## config.mk

```make
export PLATFORM = sky130hd
export DESIGN_NAME = pqe_front
export DESIGN_NICKNAME = d
export VERILOG_FILES = /design/src/rtl/core/pqe_pkg.sv /design/src/rtl/core/pqe_front.sv
export SDC_FILE = /design/constraint.sdc
export NUM_CORES = 1
export LEC_CHECK = 0
export BUFFER_PORTS_ARGS = -buffer_cell sky130_fd_sc_hd__buf_2
export CORE_ASPECT_RATIO = 1.4
export CORE_MARGIN = 3
export CORE_UTILIZATION = 52
export CTS_BUF_LIST = sky130_fd_sc_hd__clkbuf_8
export DETAILED_ROUTE_END_ITERATION = 10
export MAX_ROUTING_LAYER = met4
export PLACE_DENSITY = 0.81
export SLEW_MARGIN = 10
export SYNTH_ARGS = -nofsm -noshare
export SYNTH_HDL_FRONTEND = slang
export SYNTH_SLANG_ARGS = --single-unit
```

## constraint.sdc

```tcl
create_clock -name clk -period 3.6 [get_ports clk]
set_input_delay 0.54 -clock clk [delete_from_list [all_inputs] [get_ports clk]]
set_output_delay 0.54 -clock clk [all_outputs]
set_load 0.005 [all_outputs]
```

## src/rtl/core/pqe_pkg.sv

```systemverilog
// Package for the polyline quad expander: widths, register indexes, shared types.
// No dependencies.
`timescale 1ns / 1ps
`default_nettype none
package pqe_pkg;
  localparam int IndexBitsDefault = 22;
  localparam int PosW = 22;
  localparam int FacW = 17;
  localparam int NrmW = 16;
  localparam int VidW = 22;
  localparam int AddrW = 4;

  localparam logic [AddrW-1:0] RegHalfScreen   = 4'd0;
  localparam logic [AddrW-1:0] RegLengthLimit  = 4'd4;
  localparam logic [AddrW-1:0] RegFactorCutoff = 4'd8;

  // Segment handed from the front to the back: the two raw points and the restart flag.
  typedef struct packed {
    logic signed [15:0] ax;
    logic signed [15:0] ay;
    logic signed [15:0] bx;
    logic signed [15:0] by;
    logic               restart;
  } seg_t;
endpackage
`default_nettype wire

```

## src/rtl/core/pqe_front.sv

```systemverilog
// Front part: accepts points, keeps the previous point, forms segments.
// Depends on pqe_pkg.
`timescale 1ns / 1ps
`default_nettype none
module pqe_front (
  input  wire logic           clk,
  input  wire logic           rst_n,
  input  wire logic           in_valid,
  output logic                in_stall,
  input  wire logic [15:0]    in_point_x,
  input  wire logic [15:0]    in_point_y,
  input  wire logic           in_frame_start,
  output pqe_pkg::seg_t       seg_o,
  output logic                seg_valid_o,
  input  wire logic           seg_stall_i
);
  import pqe_pkg::*;
  logic [15:0] prev_x_r, prev_y_r;
  logic        have_prev_r;
  seg_t        seg_r;
  logic        seg_valid_r;
  logic        acc;

  // A restart marker is also a queue entry so vertex count clears in order.
  assign in_stall = seg_valid_r && seg_stall_i;
  assign acc = in_valid && !in_stall;
  assign seg_o = seg_r;
  assign seg_valid_o = seg_valid_r;

  always_ff @(posedge clk) begin
    if (!rst_n) begin
      have_prev_r <= 1'b0;
      prev_x_r    <= '0;
      prev_y_r    <= '0;
      seg_valid_r <= 1'b0;
    end else begin
      if (acc) begin
        prev_x_r    <= in_point_x;
        prev_y_r    <= in_point_y;
        have_prev_r <= 1'b1;
        seg_r.ax <= prev_x_r;
        seg_r.ay <= prev_y_r;
        seg_r.bx <= in_point_x;
        seg_r.by <= in_point_y;
        seg_r.restart <= in_frame_start;
        seg_valid_r <= in_frame_start || have_prev_r;
      end else if (seg_valid_r && !seg_stall_i) begin
        seg_valid_r <= 1'b0;
      end
    end
  end
endmodule
`default_nettype wire

```

==> flow_metrics.py <==
metrics = {
    "place": {
        "dpl-instance-area_mm2": 0.003886,
        "io_buffers": 103,
        "dp.cells": 377,
        "place_congestion": 0.6817,
        "dpl.hpwl_um": 3835,
    },
    "routing": {
        "avgViaCountPerCell": 4.931,
        "firstDrtPassIters": 4,
        "drc": 0,
        "antenna_left": 0,
        "drt-total-wl_um": 5666,
        "num_vias": 1938,
        "wl_per_cell_um": 14.42,
        "initialDrtViolationCount": 121,
    },
    "setup_path": {
        "arrival_ns": 1.83,
        "crit_path_start": "seg_valid_o",
        "endpoint_kind": "flop",
        "critPathKind": "reg2reg",
        "cp_max_fo": 33,
        "required_ns": 3.64,
        "r2r-start": "seg_valid_o",
        "r2r.worst_path.cells": 3,
        "start_kind": "flop",
    },
    "synthesis": {
        "synth_top_area_cell": "edfxtp_1",
        "avgSynthCellArea_um2": 15.76,
        "synth.area.mux_share_pct": 9.588,
        "ys.flop_type": "edfxtp_1",
        "synth_top_family_by_area": "multiplexers",
        "syn_nets": 249,
        "ys_seq_area_share_pct": 78.80,
        "synth_top_area_share_pct": 58.43,
        "synth-xor-area-share_pct": 0,
        "synthesis.area_mm2": 0.003341,
        "synth_compound_gate_area_share_pct": 1.011,
        "yosys_register_bits": 99,
        "synth-async-reset-ratio_pct": 0,
        "synthSimpleGateAreaFrac_pct": 7.566,
        "ys_top_cells_by_area": "edfxtp_1 (58%), dfxtp_1 (20%), mux2i_1 (9.6%), nand2_1 (7.2%), buf_12 (1.2%)",
        "synth-adder-area-share_pct": 0,
        "ys_warn_count": 0,
        "synth_edf_count": 65,
        "synth_cell_types": 13,
        "netlist_top_cells_count": "edfxtp_1 (65), nand2_1 (64), dfxtp_1 (34)",
        "synthCells": 212,
        "synth.most_common_cell": "edfxtp_1",
    },
    "clock_network": {
        "clock_latency_ns": 0.35,
        "cts_resized": 0,
        "cts_tree": "yes",
        "clockBufferDepth": 2,
        "numClockSinks": 99,
        "postCtsSetupRepairBufs": 0,
        "cts_buffers": 9,
        "ctsHoldBuffers": 0,
        "cts_root_buf": "clkbuf_8",
        "cts.htree.levels": 3,
        "clkSlewWorstSetupHoldPaths_ns": 0.09,
    },
    "power_and_ir_drop": {
        "p_per_area_mw_per_mm2": 522.7,
        "p_comb_share_pct": 6.8,
        "netSwitchingPower_mw": 0.4566,
        "swShare_pct": 21.36,
        "max-vdd-ir-drop_mv": 0.2818,
        "p_leak_nw": 1.734,
        "clockPowerShare_pct": 32.6,
        "internal_power_mw": 1.681,
        "fin_total_pwr_mw": 2.138,
        "p_seq_share_pct": 60.6,
    },
    "worst_hold_path": {
        "hp-start": "in_point_y[12]",
        "min_path_cells": 1,
        "hp-class": "in2reg",
    },
    "global_routing": {
        "grt_start_max_net_pins": 67,
        "antenna_found_initial": 0,
        "overflow": 0,
        "grt_pass1_wl_um": 8645,
        "grt_pass1_vias": 1875,
        "grt_usage_pct": 16.07,
    },
    "floorplan": {
        "coreArea_mm2": 0.006028,
        "die_height_um": 100.8,
        "rows": 33,
        "start_util_pct": 55.42,
        "ios": 104,
        "die_w_um": 73.74,
        "dieArea_mm2": 0.007436,
    },
    "sta": {
        "final.period_utilization_pct": 49.81,
        "fmax_mhz": 557.6,
        "finClkSkew_ns": 0.007295,
        "rsz0062_at_grt": "no",
        "max-slew-margin-rel_pct": 45.15,
        "setup_tns_ns": 0,
        "tightest_slew_ns": 0.8228,
        "min_period_ns": 1.793,
        "hold_viol_final": 0,
        "setup_viol": 0,
        "slew_viol_final": 0,
    },
    "flow_run": {
        "drv_cap": 0,
    },
    "final_layout": {
        "fin_nets": 355,
        "n_antenna_cell": 0,
        "final_area_mm2": 0.004090,
        "final_cells": 393,
        "drive_gt1_share_pct": 38.08,
        "syn_to_final_growth_pct": 22.43,
    },
    "status": {
        "status": "completed",
    },
}
## critical path, cell delays in order (launching register included)
cell and delay (ns):
dfxtp_1 0.35, a21boi_4 0.13, and2_2 0.70, buf_12 0.30
## flip-flops by register name, indices dropped and copies added, names as in the netlist
name and count:
prev_y_r 16, seg_valid_o 1, seg_o 65, prev_x_r 16, have_prev_r 1
## kinds of logic (layout without fill, tap and decap cells)
family                 after synthesis  in the layout
DFF                                 99             99
and+or+nand+nor                     66             66
muxes                               32             32
buffers and inverters               11            122
AOI/OAI and AO/OA                    4              4
## final cells by class
type                       count  area [µm²]
clock inverter                 6       66.31
tap                           70       87.58
timing repair buffer         106       550.5
multi-input combinational    102       615.6
sequential                    99        2633
fill                         438        1938
clock buffer                  10       137.6
## power by group through the flow
stage          clock network (mW)  logic [mW]  registers (mW)
2_1_floorplan                   0      0.0770            1.33
3_3_place_gp                    0       0.143            1.32
3_5_place_dp                    0       0.148            1.32
4_1_cts                     0.718       0.148            1.30
5_1_grt                     0.761       0.161            1.30
6_report                    0.697       0.145            1.30
## per-stage QoR
step	utilization (%)	setup WS, ns	hold WS [ns]
after detailed placement	64.47	1.456	0.4138
after floorplan	-	0.6281	0.4081
after global placement	64.47	1.498	0.4117
after CTS	67.85	1.789	0.3538
final	67.85	1.807	0.3743
after global routing	67.85	1.681	0.3575
## cell usage in the layout (no fill, tap or decap)
cell type and instances:
a21boi_4 1, and2_1 1, and2_2 1, buf_12 1, buf_2 103, buf_4 2
bufinv_16 1, clkbuf_8 10, clkinv_4 2, clkinvlp_4 2, dfxtp_1 34, edfxtp_1 65
inv_1 1, mux2i_1 32, nand2_1 64, o21a_1 3
## routing by layer
layer	global-route usage (%)	share of wire [%]	wire length [µm]
met2	26.02	52	2955
met4	8.787	2.2	124
met5	-	0	0
met3	3.992	6.8	385
met1	17.94	39	2200
## final timing paths
| kind | slack (ns) | endpoint |
|---|---|---|
| min reg2reg | 0.43 | seg_o[47] |
| min | 0.37 | seg_o[13] |
| max | 1.81 | seg_o[55] |
| max reg2reg | 1.81 | seg_o[55] |
Note: power is estimated with default switching activity, not from simulation.
